==> config.mk <==
export PLATFORM = sky130hd
export DESIGN_NAME = gra_cell
export DESIGN_NICKNAME = d
export VERILOG_FILES = /design/src/rtl/core/gra_pkg.sv /design/src/rtl/core/gra_cell.sv
export SDC_FILE = /design/constraint.sdc
export NUM_CORES = 1
export LEC_CHECK = 0
export BUFFER_PORTS_ARGS = -buffer_cell sky130_fd_sc_hd__clkbuf_2
export CAP_MARGIN = 5
export CORE_MARGIN = 8
export CORE_UTILIZATION = 44
export CTS_BUF_LIST = sky130_fd_sc_hd__clkbuf_16
export DETAILED_ROUTE_END_ITERATION = 7
export GPL_TIMING_DRIVEN = 0
export PLACE_DENSITY = 0.85
export RECOVER_POWER = 50
export SLEW_MARGIN = 20
export SYNTH_ARGS = -nofsm -noshare
export SYNTH_HDL_FRONTEND = slang
export SYNTH_SLANG_ARGS = --single-unit
==> constraint.sdc <==
create_clock -name clk_i -period 7.3 [get_ports clk_i]
set_input_delay 1.46 -clock clk_i [delete_from_list [all_inputs] [get_ports clk_i]]
set_output_delay 1.46 -clock clk_i [all_outputs]
set_load 0.005 [all_outputs]
==> src/rtl/core/gra_pkg.sv <==
// ----------------------------------------------------------------------------
// Grid A* search package
// Shared types and constants for the grid path search unit.
// ----------------------------------------------------------------------------
package gra_pkg;

  localparam logic [3:0] MaxRows = 4'd8;
  localparam logic [3:0] MaxCols = 4'd8;

  localparam logic [1:0] CfgRows    = 2'd0;
  localparam logic [1:0] CfgCols    = 2'd1;
  localparam logic [1:0] CfgBlocked = 2'd2;

  typedef struct packed {
    logic [7:0] f;
    logic [6:0] g;
    logic [5:0] node;
    logic [5:0] src;
  } open_entry_t;

  typedef struct packed {
    logic clear;
    logic push;
    logic pop;
  } cell_ctl_t;

  function automatic logic [3:0] absdiff3(input logic [2:0] a, input logic [2:0] b);
    logic [2:0] d;
    d = (a > b) ? (a - b) : (b - a);
    return {1'b0, d};
  endfunction

endpackage

==> src/rtl/core/gra_cell.sv <==
// ----------------------------------------------------------------------------
// Open list cell
// One slot of the sorted open list; shifts right on insert, left on pop.
// ----------------------------------------------------------------------------
module gra_cell import gra_pkg::*; (
  input  logic        clk_i,
  input  logic        rst_ni,
  input  cell_ctl_t   ctl_i,
  input  open_entry_t new_i,
  input  open_entry_t prev_ent_i,
  input  logic        prev_vld_i,
  input  logic        prev_place_i,
  input  open_entry_t next_ent_i,
  input  logic        next_vld_i,
  output open_entry_t ent_o,
  output logic        vld_o,
  output logic        place_o
);

  logic        vld_q, vld_d;
  open_entry_t ent_q, ent_d;

  assign place_o = !vld_q || (ent_q.f > new_i.f);
  assign ent_o   = ent_q;
  assign vld_o   = vld_q;

  always_comb begin
    vld_d = vld_q;
    ent_d = ent_q;
    if (ctl_i.clear) begin
      vld_d = 1'b0;
    end else if (ctl_i.pop) begin
      vld_d = next_vld_i;
      ent_d = next_ent_i;
    end else if (ctl_i.push && place_o) begin
      if (prev_place_i) begin
        vld_d = prev_vld_i;
        ent_d = prev_ent_i;
      end else begin
        vld_d = 1'b1;
        ent_d = new_i;
      end
    end
  end

  always_ff @(posedge clk_i or negedge rst_ni) begin
    if (!rst_ni) begin
      vld_q <= 1'b0;
    end else begin
      vld_q <= vld_d;
    end
  end

  always_ff @(posedge clk_i) begin
    ent_q <= ent_d;
  end

endmodule

==> results.md, run 1 <==
Status:
- The run finished with clean final reports.

Drt:
- In the final routed layout, each cell accounts on average for 15.18 µm.
- The residual antenna-violating net count after detailed routing is 0.
- The routed via count is ~1600.
- For this block, the routed nets add up to between 5000 and 6000 µm of wire.
- The first detailed-routing pass took 4 iterations.
- The number of DRC violations after detailed routing is 0.
- The number of violations reported at the end of detailed-routing iteration 0 is 38.
- The via density per instance is 4.867.

Timing:
- The final hold slack is 0.5916 ns.
- At the pin with the least slew margin, the transition time is between 0.5 and 0.6 ns.
- The worst pin sits at a relative slew slack of 60.03%.
- The achievable frequency is 0.2371 GHz.
- Between clock sinks in the finished design, the worst skew comes to just under 0.005 ns.
- The post-route fraction of the period consumed by the critical path is between 50% and 60%.
- The final max-slew violation count is 0.
- The shortest clock period the worst path allows after layout is 4.217 ns.
- The setup TNS is 0 ns.
- Setup repair after global routing left no endpoint under its margin.
- Setup violations remaining at the end of the flow were counted as 0.
- The number of failing hold endpoints at the final stage is 0.

Critical path:
- Grouping stages by cell kind, the critical path spends the most delay in compound AO/OA/AOI/OAI gates.
- The register-to-register setup slack is 4.48 ns.
- The slowest stage of the critical path belongs to the cell sky130_fd_sc_hd__ha_1.
- The worst setup path is of the in2out kind.
- The cell depth of the worst flop-to-flop path is 9.
- Counting stages on the worst path, the most repeated cell is sky130_fd_sc_hd__clkbuf_2.
- The number of buffers and inverters on the critical path is 3.
- The category of the worst setup path capture point is an output pin.
- Walking the worst path, the cells encountered are clkbuf_2 > inv_1 > ha_1 > a21oi_1 > a21boi_0 > nor3_1 > o21ai_0 > clkbuf_2.
- The most critical setup path has its startpoint at new_i[25].
- Counting buffers and inverters, the worst setup path is 8 cells deep.
- Data arrives at the worst endpoint at around 2.8 ns.
- The kind of start point of the critical path is an input port.
- The required time of the worst setup path is 5.84 ns.
- In this design, the stage delay of the slowest critical-path cell is 0.33 ns.
- The reg-to-reg critical path endpoint is ent_o[4].
- The worst setup path endpoint is place_o.
- In this run the worst path has a maximum fanout of 3.
- The worst reg2reg path startpoint is ent_o[20].

Placed design:
- The count of input and output buffers is 116.
- The final weighted congestion in routability-driven placement is 0.7572.
- The placed wire-length estimate after detailed placement is 4254 µm.

Yosys:
- The largest total area in the synthesized netlist belongs to sky130_fd_sc_hd__edfxtp_1.
- Of the synthesized area, sequential elements account for 50.04%.
- The unique cell type count in the Yosys netlist is 24.
- The area share of the largest cell type after synthesis is between 40% and 50%.
- Counting instances in the post-synthesis netlist gives the leading cell types as 28 x sky130_fd_sc_hd__nand2_1, 28 x sky130_fd_sc_hd__o21ai_0, 27 x sky130_fd_sc_hd__edfxtp_1, 27 x sky130_fd_sc_hd__mux2i_1, 9 x sky130_fd_sc_hd__inv_1.
- The gate count of the mapped netlist is roughly 160.
- The mean instance size in the synthesized netlist is 10.57 µm².
- After synthesis the cells add up to 1670 µm².
- The predominant post-synthesis flop cell is sky130_fd_sc_hd__edfxtp_1.
- Yosys attributes the largest share of cell area to sky130_fd_sc_hd__edfxtp_1 49%, sky130_fd_sc_hd__mux2i_1 16%, sky130_fd_sc_hd__o21ai_0 8.4%.
- Yosys mapped a number of flops with a built-in enable equal to 27.
- For this run, the number of Yosys warnings is 0.
- The synthesized net count is 255.
- The share of flip-flops with an asynchronous set or reset after synthesis is under 10%.
- The post-synthesis register bit count is 28.

Pwr:
- The switching power summed over all nets is about 0.00011 W.
- Of the total power, registers draw 43.9%.
- The leakage component of the power is 1.187 nW.
- Of the total power, the clock network draws between 30% and 40%.
- Across the VDD grid, the largest voltage drop is between 0.00008 and 0.00009 V.
- In this run, the combinational gates consume 20.7% of the power.
- After layout, the design draws a total of 0.0004638 W.
- The net switching fraction of the power is 23.76%.
- The internal power of the cells totals 0.0003536 W.
- The power density over the cells is 192.4 nW/µm².

GRT:
- The via count of the first global-routing pass is between 1500 and 2000.
- Global routing consumed, over all layers together, 16.31% of the routing resources.
- The first global-routing pass estimated 8010 µm of wire.
- Summed over all layers, the global routing overflow is 0.
- Entering global routing, the biggest net connects 17 pins.
- The initial antenna violation count is 0.

Clocking:
- The CTS tree is built.
- The tree built by TritonCTS fans out to 28 sinks.
- The total clock buffers created by CTS is 3.
- The cell sitting at the root of the clock tree is a sky130_fd_sc_hd__clkbuf_16.
- After clock tree synthesis, the flow added hold-fix buffers numbering 0.
- After clock tree synthesis, the clock-pin slew on the worst setup and hold paths is 0.07 ns.
- Post-CTS repair changed the size of 0 cells.
- The level count of the clock H-tree is 1.
- The longest clock path from root to sink contains 2 buffers.
- The later pin in the worst-skew pair is clocked with a latency of 0.27 ns.
- The post-CTS repair timing setup buffer count is 0.

Flow run:
- Across the run, the number of max-cap violations was 0.

Die:
- The floorplan step defined a die boundary enclosing 6024 µm².
- In this run the core area contains 22 standard-cell rows.
- For this design the top-level I/O count stands at 118.
- The core region area is 3661 µm².
- The initial utilization of the core area, before any placement, comes to 45.63%.
- The chip height is 77.62 µm.
- The floorplan step set the die width to 77.62 µm.

Worst hold path:
- The type of the worst min-delay path is reg2reg.

Finish:
- The antenna diode instance count is 0.
- Relative to the synthesized area, the layout overhead comes to 44.34%.
- The final net count is 380.
- The post-route netlist has 36.88% of its cells at a drive strength greater than 1.
-- routing by layer --
layer | GRT usage [%] | vias up | wire, µm
li1 | - | 824 | -
met1 | 16.02 | 711 | 1919
met2 | 30.33 | 66 | 2617
met3 | 6.912 | 5 | 419
met4 | 4.528 | 0 | 53
met5 | 0 | - | 0
-- cells in the final DEF, fill, tap and decap left out, drive strengths merged, types with 2 or more instances in the layout --
| cell | count |
|---|---|
| nand2 | 28 |
| nor2b | 3 |
| ha | 8 |
| buf | 8 |
| a21oi | 4 |
| o21ai | 28 |
| nand4 | 2 |
| nor2 | 3 |
| inv | 9 |
| clkbuf | 124 |
| edfxtp | 27 |
| mux2i | 27 |
-- worst min path at each step --
stage / start / cells past startpoint / slack (ns) / end
6_report: vld_o / 2 / 0.59 / vld_o
3_5_place_dp: vld_o / 2 / 0.59 / vld_o
5_1_grt: vld_o / 2 / 0.63 / vld_o
4_1_cts: vld_o / 2 / 0.60 / vld_o
3_3_place_gp: vld_o / 2 / 0.58 / vld_o
2_1_floorplan: vld_o / 2 / 0.56 / vld_o
-- cell type report --
type | instances | area [µm²]
repair buffers | 120 | 568.0
plain buffers | 9 | 43.79
fillers | 351 | 1250
clock inverters | 1 | 30.03
inverters | 9 | 33.78
multi-input cells | 112 | 764.5
flip-flops and latches | 28 | 835.8
clock buffers | 3 | 75.07
well taps | 48 | 60.06
-- through the flow --
stage | area (µm²) | utilization [%] | setup WS (ns) | std cells
global route | 2411 | 65.86 | 3.000 | 330
CTS | 2444 | 66.75 | 3.087 | 330
detailed placement | 2338 | 63.88 | 3.091 | 326
finish | 2411 | 65.86 | 3.083 | 330
floorplan | 1670 | - | 1.727 | 158
global placement | 2311 | 63.12 | 0.3221 | 322
-- sequential cells by signal, indices dropped and copies added (netlist names) --
register / flops
ent_o: 27
vld_o: 1
-- power by group through the flow --
stage | logic (W) | clock network (W) | registers (W)
final | 0.0000960 | 0.000164 | 0.000204
after global routing | 0.000108 | 0.000172 | 0.000205
after CTS | 0.000101 | 0.000167 | 0.000204
after detailed placement | 0.000101 | 0 | 0.000207
after global placement | 0.0000947 | 0 | 0.000208
after floorplan | 0.0000430 | 0 | 0.000210
-- tightest hold or removal path, stage by stage, from the launching register on --
cell and delay, ns:
sky130_fd_sc_hd__dfrtp_1 0.40, sky130_fd_sc_hd__nand2b_1 0.09, sky130_fd_sc_hd__a211oi_1 0.06
-- cell families after synthesis --
kind of cell               Yosys count  synth area share [%]
AOI/OAI and AO/OA                   38                 12.88
buffers and inverters               18                 4.644
muxes                               27                 16.18
and+or+nand+nor                     39                 10.26
DFF                                 28                 50.04
adders and majority gates            8                 5.993
(Power assumes the default switching activity.)
==> inputs of run 2 (changes only) <==
ABC_AREA = 1   (was default)
CORE_UTILIZATION = 41   (was 44)
PLACE_DENSITY = 0.8   (was 0.85)
clock period = 4.3 ns   (was 7.3 ns; I/O delays follow)
==> run 2 against run 1 <==
Net effect:
- sequential share of layout area increased by 0.054 points
- synthesized cell count is 25% higher
- critical path depth increased by 2
- non-clock buffer count decreased by 1
- final cell count grew 12%
==> results.md, run 2 <==
Clocking:
- The master cell of the clock root buffer is sky130_fd_sc_hd__clkbuf_16.
- The level count of the clock H-tree is 1 (unchanged).
- The number of clock sinks is 28 (unchanged).
- The insertion delay of the later-clocked pin in the worst-skew pair is 0.26 ns (about the same).
- The total clock buffers created by CTS is 3 (unchanged).
- The CTS tree is built.
- The number of buffers between clock root and the deepest sink was 2 (unchanged).
- The number of buffers inserted for hold repair after clock tree synthesis is 0 (unchanged).
- The clock-pin slew on the worst setup and hold paths was 0.07 ns (about the same).
- The post-CTS repair timing setup buffer count is 0 (unchanged).
- The post-CTS resize count is 0 (unchanged).

Critical path:
- The biggest cell delay along the critical path was 0.30 ns (-0.03 ns).
- The critical path data arrival time is 1.89 ns (-0.87 ns).
- STA classifies the critical path endpoint as an output pin.
- For this design, the slowest cell found on the critical path is sky130_fd_sc_hd__ha_1.
- By startpoint and endpoint, the worst setup path is classified as in2out.
- The critical path goes through clkbuf_2 > inv_1 > ha_1 > a21oi_1 > nand2_1 > nand2_1 > nand2_1 > nand2_1 > nand2_2 > clkbuf_2.
- The register-to-register setup slack is 2.13 ns (-2.35 ns).
- The cell depth of the worst flop-to-flop path is 12 (+3).
- The cell seen most often among critical-path stages is sky130_fd_sc_hd__nand2_1.
- The kind of start point of the critical path is an input port.
- The largest fanout on the critical path is 2 (-1).
- The required time of the worst setup path came to 3.44 ns (-2.40 ns).

Timing:
- Setup repair after global routing left no endpoint under its margin.
- The worst clock skew on the final layout is 0.003643 ns (-0.001273 ns).
- The achievable frequency is 0.3636 GHz.
- The number of failing hold endpoints at the final stage is 0 (unchanged).
- Subtracting the final worst setup slack from the clock period gives 2.750 ns.
- The final max-slew violation count is 0 (unchanged).
- The setup TNS is 0 ns (unchanged).
- The normalized max-slew margin is 62.15% (+2.1 points).
- The worst path uses 63.96% of the clock period.
- The transition time at the pin with the least slew margin is 0.5677 ns (-0.02543 ns).
- The final setup violation count is 0 (unchanged).
- The final hold slack was 0.3818 ns (-0.2097 ns).

Yosys:
- The count of flip-flops with a built-in enable after synthesis is 27 (unchanged).
- The multiplexer fraction of the synthesized cell area came to 0% (-16 points).
- The synthesized net count came to 294 (+15%).
- The share of flip-flops with an asynchronous set or reset after synthesis was 3.571% (unchanged).
- In the synthesized netlist, the cells that appear most often are 58 x sky130_fd_sc_hd__a21oi_1, 42 x sky130_fd_sc_hd__nand2_1, 29 x sky130_fd_sc_hd__nor2_1.
- The unique cell type count in the Yosys netlist is 19 (-21%).
- The mean instance size in the synthesized netlist came to 8.377 µm² (-21%).
- The yosys synthesis warning count is 0 (unchanged).
- The simple-gate area share of the yosys netlist is 17.97% (+7.7 points).
- After synthesis, the largest family of logic cells by area is compound AO/OA/AOI/OAI gates.
- The gate count of the mapped netlist was 197 (+25%).
- The xor-xnor portion of the synthesized cell area was 0% (unchanged).
- Summed over all instances, the cell type with the most area after synthesis is sky130_fd_sc_hd__edfxtp_1.
- The proportion of synthesized chip area in sequential cells is 50.64% (+0.61 points).
- The post-synthesis instance area came to 1650 µm² (-1.2%).
- Among all flip-flop cells after synthesis, the most frequent one is sky130_fd_sc_hd__edfxtp_1.
- The library cell with the highest instance count after synthesis is sky130_fd_sc_hd__a21oi_1.
- The post-synthesis register bit count is 28 (unchanged).
- By area the synthesized netlist is led by sky130_fd_sc_hd__edfxtp_1 49%, sky130_fd_sc_hd__a21oi_1 18%, sky130_fd_sc_hd__nand2_1 9.6%.
- The post-synthesis adder-cell area fraction is 6.065% (+0.073 points).
- The area share of the largest cell type after synthesis is 49.13% (+0.59 points).
- The compound-gate portion of the synthesized area came to 18.35% (+5.5 points).

Finish:
- The antenna diode instance count is 0 (unchanged).
- The share of cells above drive strength 1 is 35.22% (-1.7 points).
- Leaving out fill and tap cells, the most frequent cell in the layout is sky130_fd_sc_hd__clkbuf_2.
- The synthesis-to-finish area growth is 45.87%.
- The final standard cell utilization of the core was 61.06% (-4.8 points).
- The final instance area came to 2407 µm² (-0.16%).
- The number of flip-flops under the largest register name is 27 (unchanged).
- The top cell types in the final layout, fill and taps aside, are 94 x sky130_fd_sc_hd__clkbuf_2, 57 x sky130_fd_sc_hd__a21oi_1, 42 x sky130_fd_sc_hd__nand2_1.
- The number of fillers in the final layout is 373 (+6.3%).
- The final net count is 416 (+9.5%).
- The area used by multi-input combinational logic is 710.7 µm² (-7.0%).
- The register area is 835.8 µm² (unchanged).

Pwr:
- The power density over the cells is 316.0 nW/µm² (+64%).
- The leakage component of the power is 1.172 nW (-1.3%).
- The worst voltage drop across the vdd grid came to 0.0001388 V (+57%).
- The total power draw is 0.0007607 W (+64%).

Drt:
- The per-cell routed wire length is 14.98 µm (-1.3%).
- The routed via count is 1801 (+12%).
- The residual antenna-violating net count after detailed routing is 0 (unchanged).
- The via density per instance is 4.894 (+0.56%).
- The number of violations reported at the end of detailed-routing iteration 0 is 83 (+120%).
- The wire length reported by the detailed router is 5514 µm (+10%).
- The number of DRC violations after detailed routing came to 0 (unchanged).
- The number of detailed-routing iterations run before antenna repair is 4 (unchanged).

Status:
- The flow ran to the end, and the final reports show no timing, DRC or antenna violations.

Die:
- The number of top-level design ports is 118 (unchanged).
- The number of core rows is 23 (+4.5%).
- The chip height is 79.45 µm (+2.4%).
- The full die area is 6312 µm² (+4.8%).
- The core region area is 3943 µm² (+7.7%).
- The width of the die came to 79.45 µm (+2.4%).
- The initial cell density of the core came to 41.86% (-3.8 points).

Worst hold path:
- The min-delay analysis places its worst path in the category in2async.

GRT:
- The via count of the first global-routing pass came to 1761 (+1.4%).
- The initial antenna violation count is 0 (unchanged).
- The total track usage is 16.73% (+0.42 points).
- The maximum number of pins on one net before global-route repair was 17 (unchanged).
- The global-route congestion overflow total was 0 (unchanged).
- The global-route wire length before repair is 8487 µm (+6.0%).

Placed design:
- The count of input and output buffers is 116 (unchanged).
- The final weighted congestion in routability-driven placement is 0.8418 (+11%).
- The cell area reported after detailed placement is 2332 µm² (-0.27%).
- The placed wire-length estimate after detailed placement is 4436 µm (+4.3%).

Flow run:
- The number of maximum-capacitance constraint violations is 0 (unchanged).
[run 2: final timing paths]
check | startpoint | to
min in group clk_i | vld_o | vld_o
max reg2reg | ent_o[22] | ent_o[13]
min reg2reg | vld_o | vld_o
min | rst_ni | vld_o
max in group asynchronous | rst_ni | vld_o
max | new_i[22] | place_o
[run 2: final cells by class]
class / instances / area share, %
inverters: 14 / 2.287
flip-flops and latches: 28 / 34.72
clock buffers: 3 / 3.119
plain buffers: 11 / 2.391
well taps: 50 / 2.599
multi-input cells: 144 / 29.52
clock inverters: 1 / 1.247
repair buffers: 117 / 24.12
[run 2: worst max-delay path: cells and delay by family]
family / cells / cell delay [ns]
AO/OA/AOI/OAI: 1 / 0.19
AND/OR/NAND/NOR: 5 / 0.30
adder cells (fa/ha/maj): 1 / 0.30
buffers and inverters: 3 / 0.24
[run 2: where the power goes]
part	total [W]	switching (W)	internal (W)	leakage (nW)
Clock	0.000273	0.0000882	0.000185	0.0511
Combinational	0.000155	0.0000835	0.0000718	0.852
Sequential	0.000332	0.00000692	0.000325	0.269
[run 2: through the flow]
| stage | setup slack, ns | instances |
|---|---|---|
| after floorplan | 0.9069 | 197 |
| after global placement | 0.06846 | 363 |
| after detailed placement | 1.513 | 364 |
| after CTS | 1.524 | 368 |
| after global routing | 1.442 | 368 |
| final | 1.550 | 368 |
[run 2: metal layers]
metal | wire length (µm) | track usage, % | vias up
met5 | 0 | 0 | -
li1 | - | - | 911
met3 | 469 | 4.392 | 8
met1 | 2219 | 18.87 | 806
met2 | 2710 | 29.67 | 76
met4 | 114 | 5.556 | 0
[run 2: cell families after synthesis]
family                   count (synthesis)
adder cells (fa/ha/maj)                  8
AO/OA/AOI/OAI                           60
AND/OR/NAND/NOR                         76
flip-flops                              28
buffers and inverters                   25
==> inputs of run 3 (changes only) <==
CORE_UTILIZATION = 37   (was 41)
PLACE_DENSITY = 0.77   (was 0.8)
clock period = 2.25 ns   (was 4.3 ns; I/O delays follow)
==> run 3 against run 2 <==
Net effect:
- clock skew shrank 0.0011 ns
- combinational power increased by 94%
- register-to-register slack got worse by 1.8 ns
- sequential cell count unchanged
- cell area grew 0.42%
- critical path depth is 3 lower
- largest power group unchanged
- highest routed layer unchanged
==> results.md, run 3 (same netlist as run 2, synthesis figures left out) <==
Clocking:
- CTS placed an instance of sky130_fd_sc_hd__clkbuf_16 at the clock tree root.
- The level count of the clock H-tree is 1 (unchanged).
- The number of buffers between clock root and the deepest sink is 2 (unchanged).
- The number of clock sinks is 28 (unchanged).
- The CTS tree is built.
- The total clock buffers created by CTS is 3 (unchanged).
- The clock-pin slew on the worst setup and hold paths is 0.07 ns (about the same).
- The insertion delay of the later-clocked pin in the worst-skew pair is 0.26 ns (about the same).

Drt:
- The routed via count was 1765 (-2.0%).
- The number of DRC violations after detailed routing came to 0 (unchanged).
- The number of detailed-routing iterations run before antenna repair was 4 (unchanged).
- The per-cell routed wire length was 14.13 µm (-5.7%).
- The residual antenna-violating net count after detailed routing is 0 (unchanged).
- The via density per instance came to 4.732 (-3.3%).
- The wire length reported by the detailed router is 5272 µm (-4.4%).
- The number of violations reported at the end of detailed-routing iteration 0 was 80 (-3.6%).

Finish:
- Leaving out fill and tap cells, the most frequent cells in the layout are 92 x sky130_fd_sc_hd__clkbuf_2, 57 x sky130_fd_sc_hd__a21oi_1, 42 x sky130_fd_sc_hd__nand2_1.
- The antenna diode instance count came to 0 (unchanged).
- The share of cells above drive strength 1 is 34.58% (-0.64 points).
- The synthesis-to-finish area growth is 46.47%.
- The final net count is 419 (+0.72%).
- The number of flip-flops under the largest register name was 27 (unchanged).
- The final standard cell utilization of the core was 55.90% (-5.2 points).
- The most common cell after layout, fill and taps aside is sky130_fd_sc_hd__clkbuf_2.

Die:
- The core region area is 4324 µm² (+9.7%).
- The initial cell density of the core was 38.17% (-3.7 points).
- The number of core rows is 24 (+4.3%).
- The chip height is 82.79 µm (+4.2%).
- The number of top-level design ports is 118 (unchanged).
- The width of the die was 82.79 µm (+4.2%).
- The full die area came to 6853 µm² (+8.6%).

Timing:
- The normalized max-slew margin is 65.27% (+3.1 points).
- Setup repair after global routing left no endpoint under its margin.
- Based on the critical path, the design can be clocked at up to roughly 0.50 GHz.
- The shortest clock period the worst path allows after layout is ~2 ns.
- The post-layout worst setup margin is 0.2309 ns (-1.319 ns).
- The worst path uses 89.74% of the clock period.
- The final max-slew violation count came to 0 (unchanged).
- The transition time at the pin with the least slew margin is 0.5210 ns (-0.04672 ns).
- The worst clock skew on the final layout is 0.002516 ns (-0.001127 ns).
- The number of failing hold endpoints at the final stage was 0 (unchanged).
- The final setup violation count is 0 (unchanged).

Critical path:
- The cell seen most often among critical-path stages is sky130_fd_sc_hd__nand2_1.
- The biggest cell delay along the critical path is 0.40 ns (+0.10 ns).
- The critical path data arrival time is 1.57 ns (-0.32 ns).
- Walking the worst path, the cells encountered are ha_1 > a21o_1 > nor2_1 > nand2_1 > nand2_1 > nand2_2 > clkbuf_2.
- The largest fanout on the critical path is 2 (unchanged).
- The kind of start point of the critical path is a flop.
- On the critical path, the stage with the largest delay is an instance of sky130_fd_sc_hd__edfxtp_1.
- STA classifies the critical path endpoint as an output pin.
- The type of the worst setup path is reg2out.
- The required time of the worst setup path is 1.80 ns (-1.64 ns).

Pwr:
- The power density over the cells was 552.2 nW/µm² (+75%).
- The worst voltage drop across the vdd grid came to 0.0002757 V (+99%).
- The leakage component of the power is 1.166 nW (-0.54%).

Status:
- The flow ran to the end, and the final reports show no timing, DRC or antenna violations.

Placed design:
- The placed wire-length estimate after detailed placement is 4246 µm (-4.3%).
- The count of input and output buffers is 116 (unchanged).
- The final weighted congestion in routability-driven placement is 0.7645 (-9.2%).
- The pre-CTS worst setup slack is -0.3104 ns (-1.824 ns).

GRT:
- The global-route congestion overflow total came to 0 (unchanged).
- The via count of the first global-routing pass is 1917 (+8.9%).
- The initial antenna violation count was 0 (unchanged).
- The total track usage is 15.28% (-1.4 points).
- The global-route wire length before repair is 8314 µm (-2.0%).
- The maximum number of pins on one net before global-route repair is 16 (-1).

Worst hold path:
- The min-delay analysis places its worst path in the category in2async.

Flow run:
- The number of maximum-capacitance constraint violations is 0 (unchanged).
[run 3: worst paths after layout]
kind / from / to / slack [ns] / cells after the start
max in group asynchronous: rst_ni / vld_o / 1.65 / 2
min in group clk_i: next_ent_i[10] / ent_o[10] / 0.51 / 3
max: ent_o[26] / place_o / 0.23 / 7
max reg2reg: ent_o[26] / ent_o[13] / 0.32 / 10
min reg2reg: vld_o / vld_o / 0.60 / 2
min: rst_ni / vld_o / 0.50 / 2
[run 3: critical path, delay by kind of cell, from the launching register on]
kind                     cells  cell delay, ns
buffers and inverters        1            0.11
adder cells (fa/ha/maj)      1            0.30
AO/OA/AOI/OAI                1            0.18
flip-flops                   1            0.40
AND/OR/NAND/NOR              4            0.32
[run 3: what timing repair did]
action	4_1_cts	5_1_grt
buffers inserted	0	2
pin swaps	1	2
setup endpoints to repair	27	27
endpoints found under the hold margin	1	0
gates cloned	1	0
gates resized for setup	1	0
hold buffers	1	0
[run 3: metrics by stage]
stage                     total power (W)  hold WS (ns)  cell area [µm²]  instances  TNS, ns
after floorplan                 0.0007874        0.1544             1662        197        0
after global placement          0.0009309        0.2334             2307        365   -6.619
after detailed placement        0.0009415        0.2292             2307        365   -8.352
after CTS                        0.001346        0.5084             2412        371        0
after global routing             0.001420        0.5041             2417        373        0
final                            0.001335        0.4995             2417        373        0
[run 3: area by class of cell]
type	instances	area (µm²)
fill	406	1907
sequential	28	835.8
multi-input combinational	145	726.9
timing repair buffer	119	600.6
clock buffer	3	75.07
tap	52	65.06
buffer	11	55.05
inverter	14	55.05
clock inverter	1	3.754
[run 3: report_power, final]
part	total (W)	internal, W	leakage [nW]	switching, W
clock network	0.000400	0.000238	0.0423	0.000162
registers	0.000635	0.000621	0.269	0.0000136
logic	0.000300	0.000142	0.854	0.000158
[run 3: routing by layer]
layer | vias up | share of wire, % | global-route usage, %
met5 | - | 0 | 0
met3 | 4 | 12 | 4.634
met2 | 79 | 50 | 27.27
li1 | 917 | - | -
met1 | 765 | 38 | 17.31
met4 | 0 | 0.76 | 3.793
